===== src/rtl/ocs_pkg.sv =====
// shared types, constants and chip table of the o-qpsk chip spreader
package ocs_pkg;

	// depth of the job queue between front and back
	localparam int unsigned QUEUE_DEPTH = 2;

	// most words one request can cause
	localparam int unsigned MAX_WORDS = 4;
	localparam int unsigned CNT_W     = $clog2(MAX_WORDS + 1);
	localparam int unsigned IDX_W     = $clog2(MAX_WORDS);

	localparam int unsigned WORD_W = 32;
	localparam int unsigned SYM_N  = 16;

	// bit positions used when stitching adjacent symbols
	localparam int unsigned I_BIT_POS = WORD_W - 2;
	localparam int unsigned Q_BIT_POS = 1;

	// action codes
	localparam logic ACT_DATA  = 1'b0;
	localparam logic ACT_FLUSH = 1'b1;

	// word counts of the three request kinds
	localparam logic [CNT_W-1:0] CNT_FLUSH   = CNT_W'(1);
	localparam logic [CNT_W-1:0] CNT_BYTE    = CNT_W'(3);
	localparam logic [CNT_W-1:0] CNT_BYTE_PW = CNT_W'(4);

	// two chip words per symbol
	localparam logic [WORD_W-1:0] CHIP_TABLE [SYM_N][2] = '{
		'{32'h6BC3E816, 32'hAA94157C},
		'{32'h7D6BC3E8, 32'h16AA9414},
		'{32'h157D6BC3, 32'hE816AA94},
		'{32'h14157D6B, 32'hC3E816AA},
		'{32'h2A94157D, 32'h6BC3E816},
		'{32'h16AA9415, 32'h7D6BC3E8},
		'{32'h6816AA94, 32'h157D6BC2},
		'{32'h43E816AA, 32'h94157D6A},
		'{32'h416942BC, 32'h003EBFD6},
		'{32'h57C16942, 32'hBC003EBE},
		'{32'h3FD7C169, 32'h42BC003E},
		'{32'h3EBFD7C1, 32'h6942BC00},
		'{32'h003EBFD7, 32'hC16942BC},
		'{32'h3C003EBF, 32'hD7C16942},
		'{32'h42BC003E, 32'hBFD7C168},
		'{32'h6942BC00, 32'h3EBFD7C0}
	};

	// one job: the finished words of one request, first word in slot 0
	typedef struct packed {
		logic [MAX_WORDS-1:0][WORD_W-1:0] words;
		logic [CNT_W-1:0]                 count;
	} job_t;

	// handshake between a job producer and the queue
	typedef struct packed {
		logic push;
		job_t job;
	} job_wr_t;

	// handshake between the queue and the job consumer
	typedef struct packed {
		logic avail;
		job_t job;
	} job_rd_t;

endpackage


===== src/rtl/ocs_in_if.sv =====
// request channel of the chip spreader
interface ocs_in_if;
	logic       valid;
	logic       ready;
	logic       action;
	logic [7:0] data_byte;
	logic       starts_frame;

	modport source(output valid, action, data_byte, starts_frame, input ready);
	modport sink(input valid, action, data_byte, starts_frame, output ready);
endinterface


===== src/rtl/ocs_out_if.sv =====
// chip word channel of the chip spreader
interface ocs_out_if;
	logic        valid;
	logic        ready;
	logic [31:0] chip_word;
	logic        last_of_run;

	modport source(output valid, chip_word, last_of_run, input ready);
	modport sink(input valid, chip_word, last_of_run, output ready);
endinterface


===== src/rtl/ocs_front.sv =====
// front end: accepts requests, looks up and stitches chip words, keeps the pending word
module ocs_front (
	input  logic           clk,
	input  logic           arst_n,
	ocs_in_if.sink         in_ch,
	input  logic           q_full,
	output ocs_pkg::job_wr_t q_wr
);
	import ocs_pkg::*;

	logic [WORD_W-1:0] pending_word_q;
	logic              pending_valid_q;

	logic [3:0]        lo_sym, hi_sym;
	logic [WORD_W-1:0] lo_first, lo_second, hi_first, hi_second, held;
	logic              stitch_pend;
	logic              accept;
	job_t              job;

	assign in_ch.ready = !q_full;
	assign accept      = in_ch.valid && in_ch.ready;

	// table lookup and stitching
	always_comb begin
		lo_sym      = in_ch.data_byte[3:0];
		hi_sym      = in_ch.data_byte[7:4];
		stitch_pend = pending_valid_q && !in_ch.starts_frame;
		lo_first    = CHIP_TABLE[lo_sym][0];
		lo_second   = CHIP_TABLE[lo_sym][1];
		hi_first    = CHIP_TABLE[hi_sym][0];
		hi_second   = CHIP_TABLE[hi_sym][1];
		held        = pending_word_q;
		if (stitch_pend) begin
			held[0]            = pending_word_q[0] | lo_first[I_BIT_POS];
			lo_first[WORD_W-1] = lo_first[WORD_W-1] | pending_word_q[Q_BIT_POS];
		end
		hi_first[WORD_W-1] = hi_first[WORD_W-1] | lo_second[Q_BIT_POS];
		lo_second[0]       = lo_second[0] | hi_first[I_BIT_POS];
	end

	// build the job for the queue
	always_comb begin
		job = '0;
		if (in_ch.action == ACT_FLUSH) begin
			job.words[0] = pending_word_q;
			job.count    = pending_valid_q ? CNT_FLUSH : '0;
		end else if (pending_valid_q) begin
			job.words[0] = held;
			job.words[1] = lo_first;
			job.words[2] = lo_second;
			job.words[3] = hi_first;
			job.count    = CNT_BYTE_PW;
		end else begin
			job.words[0] = lo_first;
			job.words[1] = lo_second;
			job.words[2] = hi_first;
			job.count    = CNT_BYTE;
		end
	end

	assign q_wr.push = accept && (job.count != '0);
	assign q_wr.job  = job;

	// pending word state
	always_ff @(posedge clk or negedge arst_n) begin
		if (!arst_n) begin
			pending_valid_q <= 1'b0;
			pending_word_q  <= '0;
		end else if (accept) begin
			if (in_ch.action == ACT_FLUSH) begin
				pending_valid_q <= 1'b0;
			end else begin
				pending_valid_q <= 1'b1;
				pending_word_q  <= hi_second;
			end
		end
	end

	// a data byte always leaves a word pending
	a_byte_sets_pending: assert property (@(posedge clk) disable iff (!arst_n)
		(accept && in_ch.action == ACT_DATA) |=> pending_valid_q)
		else $error("data byte did not leave a pending word");

	// a flush always clears the pending word
	a_flush_clears: assert property (@(posedge clk) disable iff (!arst_n)
		(accept && in_ch.action == ACT_FLUSH) |=> !pending_valid_q)
		else $error("flush left a pending word");

	// no job is pushed into a full queue
	a_no_push_full: assert property (@(posedge clk) disable iff (!arst_n)
		q_wr.push |-> !q_full)
		else $error("job pushed into full queue");

endmodule


===== src/rtl/ocs_queue.sv =====
// short job queue between the front and back ends
module ocs_queue #(
	parameter int unsigned DEPTH = ocs_pkg::QUEUE_DEPTH
) (
	input  logic             clk,
	input  logic             arst_n,
	input  ocs_pkg::job_wr_t wr,
	output logic             full,
	input  logic             pop,
	output ocs_pkg::job_rd_t rd
);
	import ocs_pkg::*;

	localparam int unsigned PTR_W = (DEPTH > 1) ? $clog2(DEPTH) : 1;
	localparam int unsigned OCC_W = $clog2(DEPTH + 1);
	localparam logic [PTR_W-1:0] LAST_PTR = PTR_W'(DEPTH - 1);
	localparam logic [OCC_W-1:0] FULL_OCC = OCC_W'(DEPTH);

	job_t             mem_q [DEPTH];
	logic [PTR_W-1:0] wr_ptr_q, rd_ptr_q;
	logic [OCC_W-1:0] occ_q;
	logic             do_pop;

	assign full     = (occ_q == FULL_OCC);
	assign rd.avail = (occ_q != '0);
	assign rd.job   = mem_q[rd_ptr_q];
	assign do_pop   = pop && rd.avail;

	// storage
	always_ff @(posedge clk) begin
		if (wr.push) begin
			mem_q[wr_ptr_q] <= wr.job;
		end
	end

	// pointers and occupancy
	always_ff @(posedge clk or negedge arst_n) begin
		if (!arst_n) begin
			wr_ptr_q <= '0;
			rd_ptr_q <= '0;
			occ_q    <= '0;
		end else begin
			if (wr.push) begin
				wr_ptr_q <= (wr_ptr_q == LAST_PTR) ? '0 : wr_ptr_q + 1'b1;
			end
			if (do_pop) begin
				rd_ptr_q <= (rd_ptr_q == LAST_PTR) ? '0 : rd_ptr_q + 1'b1;
			end
			case ({wr.push, do_pop})
				2'b10:   occ_q <= occ_q + 1'b1;
				2'b01:   occ_q <= occ_q - 1'b1;
				default: occ_q <= occ_q;
			endcase
		end
	end

	// occupancy stays within the depth
	a_occ_range: assert property (@(posedge clk) disable iff (!arst_n)
		occ_q <= FULL_OCC)
		else $error("queue occupancy out of range");

	// a pop with nothing stored leaves the read pointer in place
	a_no_pop_empty: assert property (@(posedge clk) disable iff (!arst_n)
		(pop && !rd.avail) |=> $stable(rd_ptr_q))
		else $error("read pointer moved on empty queue");

	// queued jobs always carry at least one word
	a_job_nonempty: assert property (@(posedge clk) disable iff (!arst_n)
		rd.avail |-> (rd.job.count != '0))
		else $error("empty job in queue");

endmodule


===== src/rtl/ocs_back.sv =====
// back end: plays out the words of each job, one per cycle while out_ch.ready is high
module ocs_back (
	input  logic             clk,
	input  logic             arst_n,
	input  ocs_pkg::job_rd_t rd,
	output logic             pop,
	ocs_out_if.source        out_ch
);
	import ocs_pkg::*;

	job_t             cur_q;
	logic [IDX_W-1:0] idx_q;
	logic             busy_q;
	logic             last;
	logic             out_acc;
	logic             done;

	assign last    = ({1'b0, idx_q} + 1'b1) == cur_q.count;
	assign out_acc = out_ch.valid && out_ch.ready;
	assign done    = out_acc && last;
	assign pop     = rd.avail && (!busy_q || done);

	assign out_ch.valid       = busy_q;
	assign out_ch.chip_word   = cur_q.words[idx_q];
	assign out_ch.last_of_run = last;

	// job register and word index
	always_ff @(posedge clk or negedge arst_n) begin
		if (!arst_n) begin
			busy_q <= 1'b0;
			idx_q  <= '0;
		end else if (pop) begin
			busy_q <= 1'b1;
			idx_q  <= '0;
		end else if (done) begin
			busy_q <= 1'b0;
		end else if (out_acc) begin
			idx_q <= idx_q + 1'b1;
		end
	end

	always_ff @(posedge clk) begin
		if (pop) begin
			cur_q <= rd.job;
		end
	end

	// the index never runs past the job's word count
	a_idx_range: assert property (@(posedge clk) disable iff (!arst_n)
		busy_q |-> ({1'b0, idx_q} < cur_q.count))
		else $error("word index beyond job");

	// a word taken mid-job advances to the next word
	a_advance: assert property (@(posedge clk) disable iff (!arst_n)
		(out_acc && !last && !pop) |=> (busy_q && idx_q == $past(idx_q) + 1'b1))
		else $error("word index did not advance");

	// a stalled word stays put
	a_hold: assert property (@(posedge clk) disable iff (!arst_n)
		(busy_q && !out_ch.ready) |=> (busy_q && $stable(idx_q)))
		else $error("stalled word changed");

endmodule


===== src/rtl/oqpsk_chip_spreader.sv =====
// top level of the o-qpsk chip spreader
//
// requests arrive on in_ch: a data byte (action 0) or a flush (action 1).
// each data byte is spread into chip words on out_ch, low nibble first;
// the high symbol's second word is held back so the next symbol can stitch
// it, and comes out with the next byte or with a flush. last_of_run marks
// the final word caused by a request.
// words per request: a flush gives one word (none if nothing is held), a
// byte gives three, or four when a held word goes out ahead of it.
// the front end takes a request in any cycle the job queue has room, so the
// input never waits on a single stalled word; the back end sends one word
// per cycle while out_ch.ready is high, so the output sets the byte rate;
// a job is registered in the queue, then in the back end's job register.
// reset clears the held word, the job queue and the output side.
// when the receiver stalls, the current word holds on out_ch, the queue
// fills, and then in_ch.ready drops until a job is drained.
module oqpsk_chip_spreader #(
	parameter int unsigned QUEUE_DEPTH = ocs_pkg::QUEUE_DEPTH
) (
	input  logic      clk,
	input  logic      arst_n,
	ocs_in_if.sink    in_ch,
	ocs_out_if.source out_ch
);
	import ocs_pkg::*;

	job_wr_t q_wr;
	job_rd_t q_rd;
	logic    q_full;
	logic    q_pop;

	// request decode and stitching
	ocs_front u_front (
		.clk    (clk),
		.arst_n (arst_n),
		.in_ch  (in_ch),
		.q_full (q_full),
		.q_wr   (q_wr)
	);

	// job queue
	ocs_queue #(
		.DEPTH (QUEUE_DEPTH)
	) u_queue (
		.clk    (clk),
		.arst_n (arst_n),
		.wr     (q_wr),
		.full   (q_full),
		.pop    (q_pop),
		.rd     (q_rd)
	);

	// word playout
	ocs_back u_back (
		.clk    (clk),
		.arst_n (arst_n),
		.rd     (q_rd),
		.pop    (q_pop),
		.out_ch (out_ch)
	);

endmodule


===== src/flat_wrapper.sv =====
// flat-port wrapper written by rule: the top's interface ports become plain ports
module oqpsk_chip_spreader_flat import ocs_pkg::*;
#(
	parameter int unsigned QUEUE_DEPTH = ocs_pkg::QUEUE_DEPTH
)
  (clk, arst_n, in_ch_valid, in_ch_action, in_ch_data_byte, in_ch_starts_frame, in_ch_ready, out_ch_valid, out_ch_chip_word, out_ch_last_of_run, out_ch_ready);
  ocs_in_if in_ch_i ();
  ocs_out_if out_ch_i ();
  input  logic clk;
  input  logic arst_n;
  input wire logic [$bits(in_ch_i.valid)-1:0] in_ch_valid;
  input wire logic [$bits(in_ch_i.action)-1:0] in_ch_action;
  input wire logic [$bits(in_ch_i.data_byte)-1:0] in_ch_data_byte;
  input wire logic [$bits(in_ch_i.starts_frame)-1:0] in_ch_starts_frame;
  output wire logic [$bits(in_ch_i.ready)-1:0] in_ch_ready;
  output wire logic [$bits(out_ch_i.valid)-1:0] out_ch_valid;
  output wire logic [$bits(out_ch_i.chip_word)-1:0] out_ch_chip_word;
  output wire logic [$bits(out_ch_i.last_of_run)-1:0] out_ch_last_of_run;
  input wire logic [$bits(out_ch_i.ready)-1:0] out_ch_ready;
  assign in_ch_i.valid = in_ch_valid;
  assign in_ch_i.action = in_ch_action;
  assign in_ch_i.data_byte = in_ch_data_byte;
  assign in_ch_i.starts_frame = in_ch_starts_frame;
  assign in_ch_ready = in_ch_i.ready;
  assign out_ch_valid = out_ch_i.valid;
  assign out_ch_chip_word = out_ch_i.chip_word;
  assign out_ch_last_of_run = out_ch_i.last_of_run;
  assign out_ch_i.ready = out_ch_ready;
  oqpsk_chip_spreader #(.QUEUE_DEPTH(QUEUE_DEPTH)) u_core (.clk(clk), .arst_n(arst_n), .in_ch(in_ch_i), .out_ch(out_ch_i));
endmodule

===== config.mk =====
export PLATFORM = sky130hd
export DESIGN_NAME = oqpsk_chip_spreader_flat
export DESIGN_NICKNAME = d
export VERILOG_FILES = /design/src/rtl/ocs_pkg.sv /design/src/rtl/ocs_in_if.sv /design/src/rtl/ocs_out_if.sv /design/src/rtl/ocs_front.sv /design/src/rtl/ocs_queue.sv /design/src/rtl/ocs_back.sv /design/src/rtl/oqpsk_chip_spreader.sv /design/src/flat_wrapper.sv
export SDC_FILE = /design/constraint.sdc
export NUM_CORES = 1
export LEC_CHECK = 0
export ABC_CLOCK_PERIOD_IN_PS = 20600
export BUFFER_PORTS_ARGS = -buffer_cell sky130_fd_sc_hd__buf_2
export CELL_PAD_IN_SITES_DETAIL_PLACEMENT = 0
export CELL_PAD_IN_SITES_GLOBAL_PLACEMENT = 1
export CORE_MARGIN = 5
export CORE_UTILIZATION = 45
export CTS_CLUSTER_SIZE = 10
export DETAILED_ROUTE_END_ITERATION = 7
export GPL_TIMING_DRIVEN = 0
export PLACE_DENSITY_LB_ADDON = 0.1
export SLEW_MARGIN = 20
export SYNTH_ARGS = -nofsm -noshare
export SYNTH_HDL_FRONTEND = slang
export SYNTH_HIERARCHICAL = 1
export SYNTH_SLANG_ARGS = --single-unit

===== constraint.sdc =====
create_clock -name clk -period 20.6 [get_ports clk]
set_input_delay 2.06 -clock clk [delete_from_list [all_inputs] [get_ports clk]]
set_output_delay 2.06 -clock clk [all_outputs]
set_load 0.02 [all_outputs]

After elaboration in Yosys (flattened, before gate mapping)
Memory sizes are Yosys's and may differ from the RTL's. A register that Yosys moved wholly into a read port is not among the register bits.
Index checks and enable logic that the tools add are counted.
- bitwise gates (word level): 7
- reduce and logical (&&, ||, !) cells: 18
- magnitude comparators: 3
- multiplexer cells: 24
- $add $sub $neg: 6
- eq/ne operators: 5
- operators by type and width (kind ; count):
    2-to-1 mux 64 bit ; 4
    2-to-1 mux 99 bit ; 1
    2-to-1 mux 96 bit ; 1
    binary-select mux 32 bit (select 2 bit) ; 1
    2-to-1 mux 32 bit ; 2
    2-to-1 mux 35 bit ; 1
    >= comparator 5 bit (second input constant) ; 2
    2-to-1 mux 1 bit ; 10
    inverter 4 -> 5 bit ; 2
    nonzero test 2 bit ; 4
    logical AND 1 bit ; 7
    2-to-1 mux 2 bit ; 3
    adder 2 x 1 -> 2 bit (second input constant) ; 2
    equality test 2 bit (second input constant) ; 2
    bitwise OR 1 bit ; 4
    one-hot mux 2 bit (2 select lines) ; 1
    AND reduction 2 bit ; 2
    adder 2 x 1 -> 3 bit (second input constant) ; 1
    equality test 3 bit ; 1
    logical NOT 1 bit ; 3
    < comparator 2 x 3 -> 1 bit (second input constant) ; 1
    nonzero test 3 bit ; 1
    adder 1 bit (second input constant) ; 2
    equality test 2 x 1 -> 1 bit (second input constant) ; 1
    other kinds (4) ; 4
- RAM bits: 262
- register bits after elaboration: 40
- bits in read-only memories: 2048
- bits of input ports: 14
- memories: 3
- output and inout bits: 35
- memories (memory ; words ; bits a word ; rd ports ; clocked after memory_dff ; write ports ; RTL line ; source):
    (name not given) ; 16 ; 64 ; 1 ; 0 ; 0 ; ocs_front.sv:31 ; hi_second = CHIP_TABLE[hi_sym][1];
    (name not given) ; 16 ; 64 ; 1 ; 0 ; 0 ; ocs_front.sv:29 ; lo_second = CHIP_TABLE[lo_sym][1];
    u_core.u_queue.mem_q ; 2 ; 131 ; 1 ; 1 ; 1 ; ocs_queue.sv:19 ; job_t mem_q [DEPTH];

Logic depth before layout (Yosys ltp)
- depth after elaboration: 12
- depth in mapped cells: 10

Hierarchy
The synthesis kept the hierarchy.
- by module, submodules not included (module ; times used ; area an instance (um^2) ; seq. area each (um^2) ; cells each):
    ocs_queue ; 1 ; 9977.1 ; 7967.6 ; 425
    ocs_back ; 1 ; 4941.0 ; 4008.8 ; 197
    ocs_front ; 1 ; 2906.5 ; 450.4 ; 419

Worst setup path before layout
Ideal clock, no wire load.
- path type: input-to-reg
- start: in in_ch_action
- end: mem u_core/u_queue/mem_q[0][0] (netlist bit) (enable)
- path buffers: 0
- data arrival time: 7.930 ns
- required time: 19.978 ns
- path slack: 12.048 ns
- cell stages on the path: 4
- cell sequence: ha_1 nor2_1 inv_1 nor2_1
- RTL lines (element ; RTL line ; source):
    from (decl) ; flat_wrapper.sv:12 ; input wire logic [$bits(in_ch_i.action)-1:0] in_ch_action;
    to (decl) ; ocs_queue.sv:19 ;

Final worst setup path
- start: reg u_core.u_back.idx_q[1]
- end: out out_ch_chip_word[7]
- longest elaborated chain between the ends: 2
- RTL lines (element ; RTL line ; source):
    from (decl) ; ocs_back.sv:12 ; logic [IDX_W-1:0] idx_q;
    from (signal assigned) ; ocs_back.sv:38 ; idx_q <= idx_q + 1'b1;
    binary-select mux 32 bit (select 2 bit) ; ocs_back.sv:24 ; assign out_ch.chip_word = cur_q.words[idx_q];
    2-to-1 mux 32 bit (implied by the code) ; ocs_back.sv:24 ;
    to (decl) ; flat_wrapper.sv:17 ; output wire logic [$bits(out_ch_i.chip_word)-1:0] out_ch_chip_word;
No other way between the ends. The select of a mux whose other input is x is not followed.

==> metrics.md <==
| Metric | Value |
|---|---|
| Outcome | `finished clean` |
| Hold_buf cts | `0` |
| Synth warn | `6` |
| Layout cell share with drive strength beyond 1 | `0.324` |
| Synth Area in XOR/XNOR | `0.0200` |
| Max-cap violations | `0` |
| Clock power share | `0.254` |
| Element type at the critical path end | `primary output` |
| Gr busiest metal | `met2` |
| Synth async-reset ratio | `0.0598` |
| Met3 GRT Util | `0.0375` |
| HPWL Detailed | `25900 um` |
| Adder-cell share of the synthesized area | `0.0147` |
| Initial Utilization | `0.452` |
| #FFs+latches synth | `approximately 420` |
| Largest family of logic cells by synthesized area | `multiplexers` |
| Worst-case clock buffer depth | `3` |
| Gpl congestion | `0.902` |
| Vias in the first global route | `between 9000 and 10000` |
| Compound-gate portion of the synthesized area | `0.0328` |
| Worst VDD drop | `0.0000794 V` |
| Int Power | `between 2000 and 2500 uW` |
| Met2 Use GR | `0.278` |
| Setup tns final | `0 ns` |
| M1 GR Usage | `0.253` |
| Die Y | `209 um` |
| Net Sw Power | `911 uW` |
| Synth top area share | `0.662` |
| Mux contribution to synthesized area | `0.150` |
| Post-synthesis sequential area ratio | `0.697` |
| Num ports | `49` |
| Layout Area Growth over Synthesis | `14.4%` |
| Cell taking the most area after synthesis | `edfxtp_1` |
| Die Area | `43700 sq um` |
| Count leader, synth | `edfxtp_1` |
| Worst-Skew Late Latency | `0.57 ns` |
| Worst Clk Skew | `0.0125 ns` |
| Pwr Density | `between 100 and 150 nW/um^2` |
| Worst Setup Start Kind | `flip-flop` |
| Part of the power in registers | `0.427` |
| First DRT Iteration DRCs | `534` |
| Global route total overflow | `0` |
| Initial antenna violation count | `3` |
| Ranking of synthesized cells by area | `edfxtp_1 66%, mux2_4 6.7%, mux4_2 4.3%` |
| First-pass iteration count of the detailed router | `5` |
| Sw frac | `0.302` |
| I/O Buffers | `45` |
| Lkg Pwr | `between 0.007 and 0.008 uW` |
| Setup violations, final | `0` |
| Synth Cell Area | `about 18000 sq um` |
| Worst Path Arrival | `2.66 ns` |
| Comb pwr share | `0.319` |
| R2R setup slack | `17.75 ns` |
| Synth Flop Type | `edfxtp_1` |
| Die width | `about 210 um` |
| Syn Inst Count | `1041` |
| Setup CP Type | `reg2out` |
| CTS tree | `yes` |
| Layout Utilization | `0.517` |
| First-pass GRT wire length | `around 58000 um` |
| Syn avg cell area | `17.1 sq um` |
| Post-Route WL | `38900 um` |
| H-tree Lvls | `2` |
| Post-synth EDFFs | `393` |
| Via-per-instance ratio | `5.19` |
| CTS sink count | `418` |
| Clock root buffer | `clkbuf_16` |
| Fmax | `212 MHz` |
| Final hold vios | `0` |
| Slew headroom | `0.299` |
| Min Tclk post-route | `4.72 ns` |
| Distinct cells, synth | `47` |
| Slew Limit Fails | `0` |
| Overall power | `3020 uW` |
| WP data required | `18.54 ns` |
| Antenna Nets Post-Route | `0` |
| Post-Syn Nets | `between 1000 and 1500` |
| Worst Tran Pin Value | `roughly 1.1 ns` |
| Setup Buffers After CTS | `0` |
| Most frequent cells after synthesis | `393 x edfxtp_1, 80 x mux2_4, 63 x buf_4` |
| DRC violations left | `0` |
| Post-route cell area | `20400 sq um` |
| PostCTS Resize Cnt | `0` |
| Final Net Count | `1182` |
| DR WL/cell | `22.8 um` |
| Simple-gate share of the synthesized area | `0.0375` |
| Largest net degree at the start of global routing | `47` |
| Crit share post-route | `0.229` |
| Crit path max fanout | `10` |
| CTS Buf Count | `48` |
| Hold WC Path Type | `reg2reg` |
| GRT Overall Usage | `0.179` |
| Fillers | `3347` |
| # rows | `73` |
| RSZ-0062 raised after global routing | `no` |
| Placeable Area | `39500 sq um` |
| Clock-pin slew on the worst setup and hold paths | `about 0.050 ns` |
| Via Count | `8840` |
| Post-DP Area | `19000 sq um` |
-- cells in the final DEF (no fill, tap or decap), drive strengths merged, types with 17 or more instances in the layout --
| master | netlist | layout |
|---|---|---|
| nor2 | 53 | 53 |
| xor2 | 21 | 21 |
| buf | 95 | 151 |
| edfxtp | 393 | 393 |
| ha | 21 | 21 |
| inv | 17 | 17 |
| nand2 | 56 | 56 |
| xnor2 | 18 | 18 |
| a21oi | 40 | 40 |
| mux4 | 36 | 36 |
| clkbuf | 20 | 98 |
| o21ai | 37 | 37 |
| mux2 | 131 | 131 |
| dfrtp | 25 | 25 |
-- stage by stage --
stage               instances  hold slack (ns)  setup slack [ns]
global route             1702            0.506             15.74
global placement         1611            0.465              8.04
floorplan                1041            0.442             12.05
finish                   1704            0.481             15.88
CTS                      1702            0.478             15.77
detailed placement       1622            0.463             15.91
-- worst max-delay path, cell delays in order (launching register included) --
cell,delay [ns]
dfrtp_1,0.33
buf_2,0.30
clkbuf_1,0.82
mux4_2,0.44
buf_2,0.18
-- final timing paths --
check / from / end / cells past startpoint
setup / recovery: u_core/u_back/idx_q[1] / out_ch_chip_word[7] / 4
hold / removal: u_core/u_front/pending_word_q[16] / u_core/u_front/pending_word_q[16] / 2
setup reg to reg: u_core/u_front/pending_valid_q / u_core/u_queue/mem_q[1][127] / 8
hold reg to reg: u_core/u_front/pending_word_q[16] / u_core/u_front/pending_word_q[16] / 2
max in group asynchronous: arst_n / u_core/u_front/pending_word_q[17] / 1
min in group asynchronous: arst_n / u_core/u_queue/occ_q[1] / 1
-- sequential cells by signal (all words and copies together), names as in the netlist --
register,count
u_core/u_back/cur_q,131
u_core/u_queue/mem_q,262
u_core/u_front/pending_valid_q,1
u_core/u_queue/rd_ptr_q,1
u_core/u_queue/occ_q,2
u_core/u_queue/wr_ptr_q,1
u_core/u_back/idx_q,2
u_core/u_back/out_ch.valid,1
u_core/u_front/pending_word_q,17
-- power groups by stage --
stage	clock network [uW]	registers, uW	logic [uW]
after detailed placement	0	1310	986
final	767	1290	963
after floorplan	0	1310	663
after CTS	792	1290	990
after global routing	827	1300	1040
after global placement	0	1340	936
-- routing by layer --
layer,vias to the layer above,wire (um)
met5,-,25
met4,4,1470
met1,4497,17500
met3,81,1850
met2,179,18100
li1,4079,-
-- cell families after synthesis --
group | count (synthesis)
simple gates | 151
mux | 175
buf+inv | 132
flops | 418
xor+xnor | 39
fa+ha+maj | 21
compound gates | 105
-- layout make-up --
class                   count  area, sq um  area share
inverters                  17         63.8     0.00313
multi-input cells         491         4560       0.224
well taps                 525          657      0.0322
flip-flops and latches    418        12400       0.609
clock buffers              78         1390      0.0680
repair buffers             56          483      0.0237
diodes                      2         5.00    0.000245
clock inverters             2         20.0    0.000982
plain buffers             115          788      0.0387
Note: power is estimated with default switching activity, not from simulation.
